[config.mk]
export PLATFORM = sky130hd
export DESIGN_NAME = ipv4_fragment_header_generator
export DESIGN_NICKNAME = d
export VERILOG_FILES = /design/src/rtl/ipv4fh_pkg.sv /design/src/rtl/ipv4fh_seq.sv /design/src/rtl/ipv4fh_csum.sv /design/src/rtl/ipv4_fragment_header_generator.sv
export VERILOG_INCLUDE_DIRS = /design/src /design/src/rtl
export SDC_FILE = /design/constraint.sdc
export NUM_CORES = 1
export LEC_CHECK = 0
export ABC_AREA = 1
export BUFFER_PORTS_ARGS = -buffer_cell sky130_fd_sc_hd__buf_2
export CORE_UTILIZATION = 45
export DETAILED_ROUTE_END_ITERATION = 16
export SETUP_SLACK_MARGIN = 0.2
export SLEW_MARGIN = 10
export SYNTH_ARGS = -nofsm -noshare
export SYNTH_HDL_FRONTEND = slang
export SYNTH_SLANG_ARGS = --single-unit
[constraint.sdc]
create_clock -name clk_i -period 10.98 [get_ports clk_i]
set_input_delay 1.098 -clock clk_i [delete_from_list [all_inputs] [get_ports clk_i]]
set_output_delay 1.098 -clock clk_i [all_outputs]
set_load 0.005 [all_outputs]
[src/rtl/assert_macros.svh]
`ifndef ASSERT_MACROS_SVH
`define ASSERT_MACROS_SVH

// Concurrent check on clk_i, disabled while rst_ni is low.
`define ASSERT_RST(lbl, prop, msg) \
  lbl: assert property (@(posedge clk_i) disable iff (!rst_ni) (prop)) else $error(msg);

// Concurrent check on clk_i that also holds during reset.
`define ASSERT_ALWAYS(lbl, prop, msg) \
  lbl: assert property (@(posedge clk_i) (prop)) else $error(msg);

`endif

[src/rtl/ipv4fh_pkg.sv]
package ipv4fh_pkg;

  localparam logic [15:0] HdrBytes   = 16'd20;
  localparam logic [15:0] MtuReset   = 16'd1500;
  localparam logic [15:0] MtuFloor   = 16'd1044;
  localparam logic [15:0] VerIhlWord = 16'h4500;
  localparam logic [15:0] MfBit      = 16'h2000;
  localparam logic [15:0] WordMask   = 16'hffff;

  localparam int unsigned InDataW  = 120;
  localparam int unsigned OutDataW = 80;

  // Packet header fields held for the whole packet
  typedef struct packed {
    logic [7:0]  tos;
    logic [15:0] ident;
    logic [7:0]  ttl;
    logic [7:0]  proto;
    logic [31:0] src;
    logic [31:0] dst;
  } hdr_t;

  // One fragment as issued by the sequencer
  typedef struct packed {
    hdr_t        hdr;
    logic        mf;
    logic [12:0] off;
    logic [15:0] start;
    logic [15:0] nbytes;
  } frag_t;

  // One finished fragment header
  typedef struct packed {
    logic        mf;
    logic [12:0] off;
    logic [15:0] tot;
    logic [15:0] csum;
    logic [15:0] start;
    logic [15:0] nbytes;
  } res_t;

endpackage

[src/rtl/ipv4fh_seq.sv]
module ipv4fh_seq (
  input  logic                             clk_i,
  input  logic                             rst_ni,
  input  logic                             cfg_valid_i,
  input  logic [15:0]                      cfg_data_i,
  input  logic                             in_valid_i,
  input  logic [ipv4fh_pkg::InDataW-1:0]   in_data_i,
  output logic                             in_ready_o,
  input  logic                             adv_i,
  output logic                             frag_valid_o,
  output ipv4fh_pkg::frag_t                frag_o
);

  logic [15:0]       mtu_q;
  logic              busy_q;
  logic [15:0]       plen_q;
  logic [15:0]       sent_q;
  logic [15:0]       window_q;
  ipv4fh_pkg::hdr_t  hdr_q;
  logic              fvld_q;
  ipv4fh_pkg::frag_t frag_q;

  logic [15:0] mtu_eff;
  logic [15:0] win_raw;
  logic [15:0] remain;
  logic        mf;
  logic [15:0] nbytes;
  logic        accept;
  logic        issue;

  assign in_ready_o = !busy_q;
  assign accept     = in_valid_i && !busy_q;
  assign issue      = busy_q && adv_i;

  always_comb begin
    mtu_eff = (mtu_q < ipv4fh_pkg::MtuFloor) ? ipv4fh_pkg::MtuFloor : mtu_q;
    win_raw = mtu_eff - ipv4fh_pkg::HdrBytes;
    remain  = plen_q - sent_q;
    mf      = remain > window_q;
    nbytes  = mf ? window_q : remain;
  end

  always_ff @(posedge clk_i or negedge rst_ni) begin
    if (!rst_ni) begin
      mtu_q  <= ipv4fh_pkg::MtuReset;
      busy_q <= 1'b0;
      fvld_q <= 1'b0;
    end else begin
      if (cfg_valid_i) begin
        mtu_q <= cfg_data_i;
      end
      if (accept) begin
        busy_q <= (in_data_i[119:104] != 16'd0);
      end else if (issue && !mf) begin
        busy_q <= 1'b0;
      end
      if (adv_i) begin
        fvld_q <= busy_q;
      end
    end
  end

  // Packet context and fragment payload
  always_ff @(posedge clk_i) begin
    if (accept) begin
      hdr_q.tos   <= in_data_i[7:0];
      hdr_q.ident <= in_data_i[23:8];
      hdr_q.ttl   <= in_data_i[31:24];
      hdr_q.proto <= in_data_i[39:32];
      hdr_q.src   <= in_data_i[71:40];
      hdr_q.dst   <= in_data_i[103:72];
      plen_q      <= in_data_i[119:104];
      sent_q      <= 16'd0;
      window_q    <= {win_raw[15:3], 3'b000};
    end else if (issue) begin
      sent_q <= sent_q + nbytes;
    end
    if (adv_i) begin
      frag_q.hdr    <= hdr_q;
      frag_q.mf     <= mf;
      frag_q.off    <= sent_q[15:3];
      frag_q.start  <= sent_q;
      frag_q.nbytes <= nbytes;
    end
  end

  assign frag_valid_o = fvld_q;
  assign frag_o       = frag_q;

endmodule

[src/rtl/ipv4fh_csum.sv]
module ipv4fh_csum (
  input  logic              clk_i,
  input  logic              rst_ni,
  input  logic              adv_i,
  input  logic              frag_valid_i,
  input  ipv4fh_pkg::frag_t frag_i,
  output logic              res_valid_o,
  output ipv4fh_pkg::res_t  res_o
);

  // Stage 2: two partial sums
  logic             v2_q;
  logic [17:0]      suma_q;
  logic [18:0]      sumb_q;
  ipv4fh_pkg::res_t r2_q;
  // Stage 3: full sum
  logic             v3_q;
  logic [19:0]      sum_q;
  ipv4fh_pkg::res_t r3_q;
  // Stage 4: folded and complemented
  logic             v4_q;
  ipv4fh_pkg::res_t r4_q;

  logic [15:0]      tot;
  logic [15:0]      fragw;
  logic [17:0]      suma_d;
  logic [18:0]      sumb_d;
  logic [16:0]      fold1;
  logic [15:0]      fold2;
  ipv4fh_pkg::res_t r4_d;

  always_comb begin
    tot    = ipv4fh_pkg::HdrBytes + frag_i.nbytes;
    fragw  = (frag_i.mf ? ipv4fh_pkg::MfBit : 16'd0) | {3'b000, frag_i.off};
    suma_d = 18'({8'h00, ipv4fh_pkg::VerIhlWord[15:8], frag_i.hdr.tos})
           + 18'(frag_i.hdr.ident)
           + 18'({frag_i.hdr.ttl, frag_i.hdr.proto})
           + 18'(frag_i.hdr.src[31:16]);
    sumb_d = 19'(frag_i.hdr.src[15:0])
           + 19'(frag_i.hdr.dst[31:16])
           + 19'(frag_i.hdr.dst[15:0])
           + 19'(tot)
           + 19'(fragw);
    // end-around carry, twice is enough for a 20-bit sum
    fold1  = 17'(sum_q[15:0]) + 17'(sum_q[19:16]);
    fold2  = fold1[15:0] + 16'(fold1[16]);
    r4_d      = r3_q;
    r4_d.csum = ~fold2 & ipv4fh_pkg::WordMask;
  end

  always_ff @(posedge clk_i or negedge rst_ni) begin
    if (!rst_ni) begin
      v2_q <= 1'b0;
      v3_q <= 1'b0;
      v4_q <= 1'b0;
    end else if (adv_i) begin
      v2_q <= frag_valid_i;
      v3_q <= v2_q;
      v4_q <= v3_q;
    end
  end

  always_ff @(posedge clk_i) begin
    if (adv_i) begin
      suma_q      <= suma_d;
      sumb_q      <= sumb_d;
      r2_q.mf     <= frag_i.mf;
      r2_q.off    <= frag_i.off;
      r2_q.tot    <= tot;
      r2_q.csum   <= 16'd0;
      r2_q.start  <= frag_i.start;
      r2_q.nbytes <= frag_i.nbytes;

      sum_q <= 20'(suma_q) + 20'(sumb_q);
      r3_q  <= r2_q;

      r4_q <= r4_d;
    end
  end

  assign res_valid_o = v4_q;
  assign res_o       = r4_q;

endmodule

[src/rtl/ipv4_fragment_header_generator.sv]
// Channel  | Dir | Signals                      | Content
// ---------+-----+------------------------------+--------------------------------------
// s_axis   | in  | tvalid tready tdata[119:0]   | packet request
// m_axis   | out | tvalid tready tdata[79:0]    | fragment header, tuser = MF, tlast
// cfg      | in  | cfg_valid cfg_ready cfg_data[15:0] | mtu_bytes write
//
// A packet request is taken while no packet is being split; each fragment
// then leaves the sequencer one per cycle unless m_axis stalls; a packet has
// at most 64 fragments. Each result passes the sequencer output register and
// the checksum stages. rst_ni clears all valid bits and sets mtu_bytes to
// 1500. A stall on m_axis freezes every stage at once; a zero payload is
// accepted and yields no result.
`include "assert_macros.svh"

module ipv4_fragment_header_generator (
  input  logic          clk_i,
  input  logic          rst_ni,
  // tos[7:0] ident[23:8] ttl[31:24] proto[39:32] src[71:40] dst[103:72]
  // payload_len[119:104]
  input  logic [119:0]  s_axis_tdata,
  input  logic          s_axis_tvalid,
  output logic          s_axis_tready,
  // frag_offset[12:0] tot_length[28:13] hdr_checksum[44:29]
  // payload_start[60:45] payload_bytes[76:61] zero[79:77]
  output logic [79:0]   m_axis_tdata,
  output logic [0:0]    m_axis_tuser,   // more_fragments[0]
  output logic          m_axis_tlast,
  output logic          m_axis_tvalid,
  input  logic          m_axis_tready,
  input  logic          cfg_valid,
  output logic          cfg_ready,
  input  logic [15:0]   cfg_data
);

  logic              adv;
  logic              frag_valid;
  ipv4fh_pkg::frag_t frag;
  logic              res_valid;
  ipv4fh_pkg::res_t  res;

  // Advance the whole pipeline unless a result waits on a stalled sink
  assign adv       = !res_valid || m_axis_tready;
  assign cfg_ready = 1'b1;

  ipv4fh_seq u_seq (
    .clk_i        (clk_i),
    .rst_ni       (rst_ni),
    .cfg_valid_i  (cfg_valid),
    .cfg_data_i   (cfg_data),
    .in_valid_i   (s_axis_tvalid),
    .in_data_i    (s_axis_tdata),
    .in_ready_o   (s_axis_tready),
    .adv_i        (adv),
    .frag_valid_o (frag_valid),
    .frag_o       (frag)
  );

  ipv4fh_csum u_csum (
    .clk_i        (clk_i),
    .rst_ni       (rst_ni),
    .adv_i        (adv),
    .frag_valid_i (frag_valid),
    .frag_i       (frag),
    .res_valid_o  (res_valid),
    .res_o        (res)
  );

  assign m_axis_tvalid = res_valid;
  assign m_axis_tdata  = {3'b000, res.nbytes, res.start, res.csum, res.tot, res.off};
  assign m_axis_tuser  = res.mf;
  assign m_axis_tlast  = !res.mf;

  // Total length must match the slice carried through the pipeline
  `ASSERT_RST(a_tot_len, res_valid |-> (res.tot == res.nbytes + ipv4fh_pkg::HdrBytes), "bad length")
  // Every fragment but the final one carries a multiple of 8 bytes
  `ASSERT_RST(a_mf_align, (res_valid && res.mf) |-> (res.nbytes[2:0] == 3'b000), "unaligned MF slice")
  // Offset and slice start describe the same position
  `ASSERT_RST(a_off_start, res_valid |-> (res.off == res.start[15:3] && res.start[2:0] == 3'b000), "offset mismatch")

endmodule

Word level (Yosys, flattened, before mapping)

Index checks and enable logic that the tools add are counted.

Add/sub/neg operators: 14
Order comparisons: 2
Mux-type cells: 5
Bitwise operators: 2
Reduce and logical (&&, ||, !) cells: 10

Operators by type and width:

| cell                                                                    | count |
|---|---|
| 19-bit by 16-bit adder with 19-bit output                               | 3 |
| 18-bit by 16-bit adder with 18-bit output                               | 2 |
| 16-bit two-way mux                                                      | 2 |
| 18-bit by 19-bit adder with 20-bit output                               | 1 |
| 15-bit by 16-bit adder with 17-bit output                               | 1 |
| 16-bit by 16-bit adder with 17-bit output                               | 1 |
| 16-bit by 4-bit adder with 17-bit output                                | 1 |
| 16-bit by 1-bit adder with 16-bit output                                | 1 |
| 16-bit adder                                                            | 1 |
| 5-bit by 16-bit adder with 16-bit output (first input constant)         | 1 |
| 16-bit > comparator                                                     | 1 |
| 16-bit by 11-bit < comparator with 1-bit output (second input constant) | 1 |
| 16-bit inverter                                                         | 1 |
| 16-bit by 13-bit bitwise OR with 16-bit output                          | 1 |
| 16-bit nonzero test                                                     | 1 |
| 16-bit subtractor                                                       | 1 |
| 16-bit by 5-bit subtractor with 16-bit output (second input constant)   | 1 |
| 14-bit two-way mux                                                      | 1 |
| 1-bit zero test                                                         | 4 |
| 1-bit logical AND                                                       | 3 |
| 1-bit two-way mux                                                       | 2 |
| 2-bit nonzero test                                                      | 1 |
| 1-bit logical OR                                                        | 1 |

Flip-flop bits (word level): 579
Input port bits: 141
Output and inout port bits: 85
Logic and storage cells: 77

Logic depth before layout (Yosys ltp)

Gate-level depths: netlist (run 1).

Depth in word-level cells: 6
Depth in mapped cells: 38
Mapped depth without buffers: 37

Cells and area by module

A second synthesis (run 1) with hierarchy kept.

Cell total of the unflattened synthesis: 2016
Area total of the unflattened synthesis: 25542.0 µm²

Modules (own cells, without submodules):

| module                         | instances | cells an instance | area each (µm²) | seq. area each (µm²) |
|---|---|---|---|---|
| ipv4fh_csum                    | 1         | 1206              | 13751.9         | 7672.4 |
| ipv4fh_seq                     | 1         | 801               | 11741.3         | 8837.2 |
| ipv4_fragment_header_generator | 1         | 9                 | 48.8            | 0.0 |

Worst setup path after synthesis (run 1)

No wires, ideal clock.

Kind: input -> register
From: in m_axis_tready
To: reg u_csum.v2_q
Library setup time: 0.463 ns
Arrival: 8.262 ns
Required time: 10.517 ns
Slack: 2.255 ns
Cell stages on the path: 3
Path buffers: 0
Cells stage by stage: nor2_1 -> inv_1 -> o21ai_0

Word-level cells in the longest chain between the ends: 1

Ends and longest elaborated chain:

| what                   | RTL line                             | source |
|---|---|---|
| start: declaration     | ipv4_fragment_header_generator.sv:29 | `input logic m_axis_tready,` |
| 1-bit logical OR       | ipv4_fragment_header_generator.sv:42 | `assign adv = !res_valid \|\| m_axis_tready;` |
| end signal: assignment | ipv4fh_csum.sv:57                    | `v2_q <= frag_valid_i;` |
| end: declaration       | ipv4fh_csum.sv:12                    | `logic v2_q;` |

Every way passes these cells.
A chain may end at the register's enable or synchronous reset.

Final worst setup path (run 1)

From: reg u_seq.sent_q[2]
To: reg u_seq.sent_q[12]

Word-level cells in the longest chain between the ends: 4

Ends and longest elaborated chain:

| what                      | RTL line         | source |
|---|---|---|
| start: declaration        | ipv4fh_seq.sv:17 | `logic [15:0] sent_q;` |
| start signal: assignment  | ipv4fh_seq.sv:76 | `sent_q <= sent_q + nbytes;` |
| 16-bit subtractor (*)     | ipv4fh_seq.sv:38 | `remain = plen_q - sent_q;` |
| 16-bit > comparator       | ipv4fh_seq.sv:39 | `mf = remain > window_q;` |
| 16-bit two-way mux (*)    | ipv4fh_seq.sv:40 | `nbytes = mf ? window_q : remain;` |
| named net u_seq.nbytes[5] | ipv4fh_seq.sv:27 | `logic [15:0] nbytes;` |
| 16-bit adder (*)          | ipv4fh_seq.sv:76 |  |

Mark *: on every way through the listed nets, which the timed path passes. The rest lies on a longest branch.

==> results of run 1 <==
[kinds of logic after synthesis]
kind of cell               after synthesis
muxes                                    4
and+or+nand+nor                        455
AOI/OAI and AO/OA                      259
xor gates and xnor gates               125
DFF                                    519
adders and majority gates              181
buffers and inverters                  327
other                                    2
[layout by cell type, fill, tap and decap left out, types with 4 or more instances in the layout]
cell / count
edfxtp_1: 484
inv_1: 296
nand2_1: 257
buf_2: 219
ha_1: 128
a21oi_1: 121
xor2_1: 89
o21ai_0: 82
nor2_1: 70
nand3_1: 64
clkbuf_16: 54
fa_1: 53
xnor2_1: 35
dfxtp_1: 16
nor3_1: 15
clkinv_2: 13
nand4_1: 12
dfrtp_1: 12
nor4_1: 11
clkinv_1: 11
a21boi_0: 10
a31oi_1: 8
o21ai_1: 8
bufinv_16: 8
a21o_1: 7
dfstp_2: 7
o31ai_1: 4
o21bai_1: 4
mux2_2: 4
conb_1: 4
clkinv_4: 4
clkbuf_1: 4
[layer usage]
metal	up-vias	routed length, um	GRT usage
li1	6929	-	-
met4	0	991	0.0483
met3	64	2220	0.0339
met2	279	20900	0.272
met1	6509	21900	0.249
met5	-	0	0
[per-stage QoR]
| stage | hold slack (ns) | setup slack [ns] |
|---|---|---|
| after floorplan | 0.400 | 2.25 |
| after global routing | 0.416 | 4.76 |
| final | 0.405 | 5.29 |
| after global placement | 0.403 | 5.37 |
| after CTS | 0.390 | 5.33 |
| after detailed placement | 0.405 | 5.37 |
[critical path, delay by kind of cell, from the launching register on]
kind,cells,cell delay [ns]
XOR/XNOR,1,0.15
adder cells (fa/ha/maj),3,1.04
AO/OA/AOI/OAI,9,1.86
AND/OR/NAND/NOR,15,1.68
flip-flops,1,0.38
buffers and inverters,5,0.46
[registers in the layout, summed over array words and instances, names as in the netlist, 16 cells and up, named ones only]
register,count
u_csum.res_o,63
u_seq.plen_q,16
u_csum.r3_q,47
u_csum.sumb_q,19
u_csum.sum_q,20
u_csum.r2_q,47
u_seq.hdr_q,104
u_seq.frag_o,137
u_csum.suma_q,18
[worst max-delay path by stage]
stage                     slack [ns]                to             from  cells after the start
after floorplan                 2.25       u_csum.v2_q    m_axis_tready                      3
after global placement          5.37  u_seq.sent_q[12]  u_seq.sent_q[2]                     33
after global routing            4.76  u_seq.sent_q[12]  u_seq.sent_q[2]                     33
after detailed placement        5.37  u_seq.sent_q[12]  u_seq.sent_q[2]                     33
after CTS                       5.33  u_seq.sent_q[12]  u_seq.sent_q[2]                     33
final                           5.29  u_seq.sent_q[12]  u_seq.sent_q[2]                     33
[final cells by class]
class | count | share of cell area
flip-flops and latches | 519 | 0.557
diodes | 1 | 0.0000909
repair buffers | 222 | 0.0411
well taps | 688 | 0.0313
clock buffers | 58 | 0.0496
multi-input cells | 1028 | 0.262
clock inverters | 43 | 0.0171
inverters | 299 | 0.0411
==> out/summary.txt, run 1 <==
commonest cells in the netlist: edfxtp_1 (484), inv_1 (297), nand2_1 (257), ha_1 (128), a21oi_1 (121)
Yosys warnings: 0
sequential share of the synthesized area: 0.643
top_reg_cell synth: edfxtp_1
clock-pin slew of the registers on the worst-case setup and hold paths: 0.06 ns
global-route wire length before repair: 72300 um
syn_area_per_cell: 12.7 um^2
CTS resizes: 0
H-tree levels: 2
CP Capture Type: flip-flop
DIE WIDTH: 232 um
Mapped Cells: 1872
DP HPWL: 33900 um
root buffer cell: clkbuf_16
CTS tree: yes
EDFF count, synth: 484
endpoints failing hold: 0
largest family of logic cells by synthesized area: adder cells
adder-cell area share of the yosys netlist: 0.112
Area Overhead vs Synth: 15.4%
total die area: 0.0539 mm^2
outcome: finished, final reports clean
crit path max fanout: 24
# DRC: 0
Critical Path AT: 6.20 ns
Slowest-stage cell, CP: o21ai_0
register area: 0.0153 mm^2
initial core utilization: 0.455
CP Class: flip-flop to flip-flop
worst reg2reg endpoint: u_seq.sent_q[12]
cell area after layout: 0.0275 mm^2
Post-synth ARST share: 0.0366
Worst Path Required: 11.49 ns
Worst Setup Start Kind: flip-flop
final setup violation count: 0
XOR/XNOR Fraction of Synth Area: 0.0462
DRT iter0 DRCs: 774
FF-to-FF Start: u_seq.sent_q[2]
grt total ovfl: 0
clk buf depth: 3
# hold bufs at CTS: 0
clk_skew: 0.0261 ns
vias in the first global route: 13500
Die H: 232 um
cts bufs inserted: 54
FF-to-FF path depth: 33
critical path's most frequent cell: nand2_1
placed cells: 2756
filler instances: 4461
Worst Hold Class: input pin to async pin
final worst path period need: 5.69 ns
share of cells above drive strength 1: 0.158
vias per cell: 4.82
vias: 13800
routed wire length: 46000 um
r2r setup slk: 5.29 ns
Post-Syn Area: 0.0239 mm^2
Final #Nets: 2446
most area-consuming cells after synthesis: edfxtp_1 (61%), ha_1 (6.7%), inv_1 (4.7%)
placed cell area: 0.0257 mm^2
pin count of the biggest net entering global routing: 211
area leader, netlist: edfxtp_1
max cap viols: 0
total track usage: 0.174
initial antenna violation count: 1
IO Pins: 226
postcts setup bufs: 0
PortBufs: 219
final worst path period share: 0.518
RSZ-0062 raised after global routing: false
share of the synthesized area in the top cell type: 0.609
Core Box Area: 0.0524 mm^2
Clock Latency Late Sink: 0.62 ns
fin util: 0.525
setup_tns: 0 ns
multi-input logic area: 0.00722 mm^2
complex-gate fraction of the synthesized area: 0.0594
num rows: 84
Wirelength per Cell: 16.1 um
Pre-antenna DRT Iters: 5
Synth Area in Simple Gates: 0.0829
multiplexer share of the synthesized area: 0.00189
Layout Cells excl Fill: 2858
Worst Tran Pin Value: 1.06 ns
Max Slew Vio Count: 0
number of routed nets with antenna violations: 0
Max stage delay on crit path: 0.53 ns
register bit count reported by yosys: 519
post-synth cell types: 54
normalized max-slew margin: 0.290
count leader, synth: edfxtp_1
Max Clk Rate: 0.176 GHz
CTS sink count: 519
gpl congestion: 0.848
Power of run 1 is left out: the tool's default activity adds up to more than one toggle a clock period on the data nets, which glitch-free logic cannot reach.
==> run 2, diff against run 1 <==
--- a/config.mk
+++ b/config.mk
@@ -6,7 +6,7 @@
 export SDC_FILE = /design/constraint.sdc
 export NUM_CORES = 1
 export LEC_CHECK = 0
-export ABC_AREA = 1
+export ABC_AREA = 0
 export BUFFER_PORTS_ARGS = -buffer_cell sky130_fd_sc_hd__buf_2
 export CORE_UTILIZATION = 45
 export DETAILED_ROUTE_END_ITERATION = 16
==> constraint.sdc (replaced) <==
create_clock -name clk_i -period 5.5 [get_ports clk_i]
set_input_delay 0.55 -clock clk_i [delete_from_list [all_inputs] [get_ports clk_i]]
set_output_delay 0.55 -clock clk_i [all_outputs]
set_load 0.005 [all_outputs]
==> out/summary.txt, run 2 <==
outcome: finished with violations
failing checks: setup timing
RSZ-0062 raised after global routing: true
post-synth cell types: 76
count leader, synth: edfxtp_1
gpl congestion: 0.832
# DRC: 0
DIE WIDTH: 231 um
H-tree levels: 2
Worst Tran Pin Value: 1.13 ns
hold path startpoint: s_axis_tdata[16]
most frequent cells in the layout: edfxtp_1 (484), buf_2 (219), inv_1 (210)
Core Box Area: 0.0516 mm^2
initial antenna violation count: 0
pin count of the biggest net entering global routing: 128
clk_skew: 0.0148 ns
most area-consuming cells after synthesis: edfxtp_1 (61%), ha_1 (6.8%), fa_1 (4.5%)
Worst Path Required: 5.98 ns
Pre-antenna DRT Iters: 4
Critical Path AT: 6.12 ns
final worst path period need: 5.64 ns
PortBufs: 219
Worst Setup Start Kind: flip-flop
sequential share of the synthesized area: 0.648
CTS tree: yes
Worst Slack Setup Final: -0.137 ns
max reg flops: 137
clk buf depth: 3
clock-pin slew of the registers on the worst-case setup and hold paths: 0.06 ns
grt total ovfl: 0
normalized max-slew margin: 0.243
Place WS: -0.655 ns
total die area: 0.0535 mm^2
FF-to-FF Start: u_seq.plen_q[0]
Slowest-stage cell, CP: edfxtp_1
Max Clk Rate: 0.177 GHz
Die H: 231 um
share of the synthesized area in the top cell type: 0.614
vias: 13600
most common cell after layout, fill and taps aside: edfxtp_1
Wirelength per Cell: 17.0 um
CTS sink count: 519
vias in the first global route: 13700
area leader, netlist: edfxtp_1
Post-Syn Area: 0.0237 mm^2
routed wire length: 47100 um
Area Overhead vs Synth: 21.4%
DRT iter0 DRCs: 651
Yosys warnings: 0
number of routed nets with antenna violations: 0
top_reg_cell synth: edfxtp_1
Mapped Cells: 1671
share of cells above drive strength 1: 0.270
DP HPWL: 34100 um
worst hold stages: 1
FF-to-FF path depth: 28
CP Capture Type: flip-flop
commonest cells in the netlist: edfxtp_1 (484), inv_1 (214), ha_1 (128), xnor2_1 (91), nand2_1 (81)
root buffer cell: clkbuf_16
IO Pins: 226
Diodes inserted: 0
global-route wire length before repair: 72800 um
vias per cell: 4.90
CP Class: flip-flop to flip-flop
Max stage delay on crit path: 0.40 ns
Final #Nets: 2366
syn_area_per_cell: 14.2 um^2
final setup violation count: 2
max cap viols: 0
initial core utilization: 0.458
num rows: 83
Post-synth ARST share: 0.0366
final worst path period share: 1.02
cts bufs inserted: 54
Clock Latency Late Sink: 0.59 ns
crit path max fanout: 4
total track usage: 0.177
register bit count reported by yosys: 519
crit path from: u_seq.plen_q[0]
Worst Hold Class: input pin to flip-flop
endpoints failing hold: 0
Max Slew Vio Count: 0
EDFF count, synth: 484
## run 2: changes by cell type after synthesis, moves of 28 or more
cell / before / now
xor2_1: 89 / 38
inv_1: 297 / 214
nand2_1: 257 / 81
nand3_1: 64 / 36
xnor2_1: 35 / 91
a21oi_1: 121 / 73
## run 2: final timing paths
| check | endpoint | slack (ns) |
|---|---|---|
| worst max-delay path | u_seq.sent_q[14] | -0.14 |
| worst min-delay path | u_seq.hdr_q[88] | 0.13 |
| worst max register to register | u_seq.sent_q[14] | -0.14 |
| worst min register to register | u_seq.frag_o[111] | 0.41 |
| max in group asynchronous | u_seq.mtu_q[6] | 4.74 |
| min in group asynchronous | u_csum.v2_q | 0.43 |
## run 2: logic make-up after synthesis
group | count (synthesis) | synth area share
compound gates | 264 | 0.0744
xor+xnor | 129 | 0.0478
buf+inv | 247 | 0.0423
mux | 23 | 0.0107
other cells | 2 | 0.000317
flops | 519 | 0.648
simple gates | 306 | 0.0635
fa+ha+maj | 181 | 0.113
## run 2: metal layers
| metal | share of wire | GRT usage |
|---|---|---|
| met3 | 0.041 | 0.0317 |
| met2 | 0.46 | 0.279 |
| met1 | 0.47 | 0.246 |
| met4 | 0.029 | 0.0642 |
| met5 | 0 | 0 |
## run 2: worst max-delay path: cells and delay by family, from the launching register on
| family | cells | cell delay (ns) |
|---|---|---|
| compound gates | 14 | 2.63 |
| fa+ha+maj | 4 | 1.17 |
| simple gates | 7 | 1.07 |
| flops | 1 | 0.40 |
| buf+inv | 2 | 0.13 |
| xor+xnor | 1 | 0.13 |
## run 2: area by class of cell
type | count | area [um^2]
Timing Repair Buffer | 348 | 2110
Clock inverter | 30 | 338
Tap cell | 680 | 851
Multi-Input combinational cell | 907 | 7800
Clock buffer | 70 | 1460
Fill cell | 4265 | 22900
Sequential cell | 519 | 15300
Inverter | 214 | 808
## run 2: repair_timing
action,4_1_cts,5_1_grt
hold buffers,1,0
cloned,0,0
gates resized for setup,47,62
endpoints found under the hold margin,12,0
pin swaps,26,32
setup endpoints to repair,17,18
setup buffers,26,13
## run 2: metrics by stage
step / instances / instance area [um^2] / setup TNS [ns] / util / hold WS (ns)
global placement: 2628 / 26200 / -1.40 / 0.507 / 0.401
CTS: 2755 / 28300 / -0.277 / 0.549 / 0.0805
global route: 2768 / 28700 / -2.00 / 0.556 / 0.0871
finish: 2768 / 28700 / -0.256 / 0.556 / 0.126
detailed placement: 2628 / 26200 / -3.18 / 0.507 / 0.405
floorplan: 1673 / 23700 / 0 / - / 0.254
Power of run 2 is left out for the same reason.
==> run 3, diff against run 2 <==
==> constraint.sdc (replaced) <==
create_clock -name clk_i -period 6.3 [get_ports clk_i]
set_input_delay 0.63 -clock clk_i [delete_from_list [all_inputs] [get_ports clk_i]]
set_output_delay 0.63 -clock clk_i [all_outputs]
set_load 0.005 [all_outputs]
==> out/summary.txt, run 3 (synthesis gave the netlist of run 2 again) <==
outcome: finished, final reports clean
Pre-antenna DRT Iters: 5
crit path max fanout: 7
Core Box Area: 0.0516 mm^2
cts bufs inserted: 53
Metal-1 WL: 21900 um
endpoints failing hold: 0
CTS tree: yes
vias in the first global route: 13200
grt total ovfl: 0
Worst Path Buf+Inv: 4
# DRC: 0
met3 WL: 1740 um
num rows: 83
IO Pins: 226
Final #Nets: 2287
Diodes inserted: 0
root buffer cell: clkbuf_16
pin count of the biggest net entering global routing: 81
Worst Tran Pin Value: 1.02 ns
FF-to-FF path depth: 31
met2 WL: 20900 um
gpl congestion: 0.826
hold path startpoint: s_axis_tdata[71]
normalized max-slew margin: 0.320
Worst Slack Setup Final: 0.556 ns
Critical Path AT: 6.27 ns
Place WS: -0.00415 ns
DP HPWL: 33500 um
number of routed nets with antenna violations: 0
global-route wire length before repair: 71700 um
max cap viols: 0
hold endpoint: u_seq.hdr_q[63]
clk buf depth: 3
most common cell after layout, fill and taps aside: edfxtp_1
final worst path period need: 5.74 ns
Die H: 231 um
worst reg2reg endpoint: u_seq.sent_q[15]
DIE WIDTH: 231 um
Worst Hold Class: input pin to flip-flop
CP Capture Type: flip-flop
initial core utilization: 0.458
H-tree levels: 2
r2r setup slk: 0.56 ns
CTS sink count: 519
Worst Path Required: 6.82 ns
Clock Latency Late Sink: 0.59 ns
worst hold stages: 1
Worst Setup Start Kind: flip-flop
highest metal used: met4
final worst path period share: 0.912
clock-pin slew of the registers on the worst-case setup and hold paths: 0.06 ns
FF-to-FF Start: u_seq.plen_q[0]
cell family with most CP delay: compound AO/OA/AOI/OAI gates
Max Clk Rate: 0.174 GHz
total track usage: 0.174
RSZ-0062 raised after global routing: false
max reg flops: 137
clk_skew: 0.0144 ns
setup_tns: 0 ns
Wirelength per Cell: 17.0 um
final setup violation count: 0
vias: 13200
DRT iter0 DRCs: 765
PortBufs: 219
most frequent cells in the layout: edfxtp_1 (484), buf_2 (219), inv_1 (211)
Area Overhead vs Synth: 17.3%
vias per cell: 4.90
Max Slew Vio Count: 0
Max stage delay on crit path: 0.40 ns
share of cells above drive strength 1: 0.217
routed wire length: 45800 um
Slowest-stage cell, CP: edfxtp_1
initial antenna violation count: 2
total die area: 0.0535 mm^2
CP Class: flip-flop to flip-flop
## run 3: changes by cell type in the layout (fill, tap and decap cells not counted), sizes merged
cell	previous run	this run
clkinvlp	3	6
bufinv	7	8
clkinv	18	22
buf	347	269
clkbuf	70	59
## run 3: layout make-up
cell class              count  area [um^2]
multi-input cells         907         7490
fillers                  4336        23900
well taps                 680          851
inverters                 214          808
clock inverters            38          409
flip-flops and latches    519        15300
repair buffers            270         1500
clock buffers              59         1350
## run 3: through the flow
stage	hold WS (ns)	util	cells	area [um^2]
after floorplan	0.334	-	1673	23700
after global placement	0.401	0.498	2578	25700
after detailed placement	0.405	0.498	2578	25700
after CTS	0.169	0.534	2678	27500
after global routing	0.179	0.538	2687	27700
final	0.213	0.538	2687	27700
## run 3: worst max-delay path by stage
stage	depth (start not counted)	slack (ns)	start	end
finish	31	0.56	u_seq.plen_q[0]	u_seq.sent_q[15]
global route	31	0.19	u_seq.plen_q[0]	u_seq.sent_q[15]
CTS	30	0.20	u_seq.plen_q[0]	u_seq.sent_q[14]
detailed placement	31	-0.004	u_seq.plen_q[0]	u_seq.sent_q[14]
global placement	31	0.08	u_seq.plen_q[0]	u_seq.sent_q[14]
floorplan	30	0.37	u_seq.plen_q[0]	u_seq.sent_q[14]
## run 3: repair_timing
action | CTS | global route
endpoints found under the setup margin | 3 | 10
buffers inserted | 2 | 9
pin swaps | 6 | 24
endpoints found under the hold margin | 12 | 0
gates resized for setup | 12 | 33
hold buffers | 1 | 0
## run 3: layer usage
layer | vias up | global-route usage
met3 | 71 | 0.0260
met5 | - | 0
met4 | 0 | 0.0639
met2 | 235 | 0.270
li1 | 6567 | -
met1 | 6290 | 0.248
Power of run 3 is left out for the same reason.
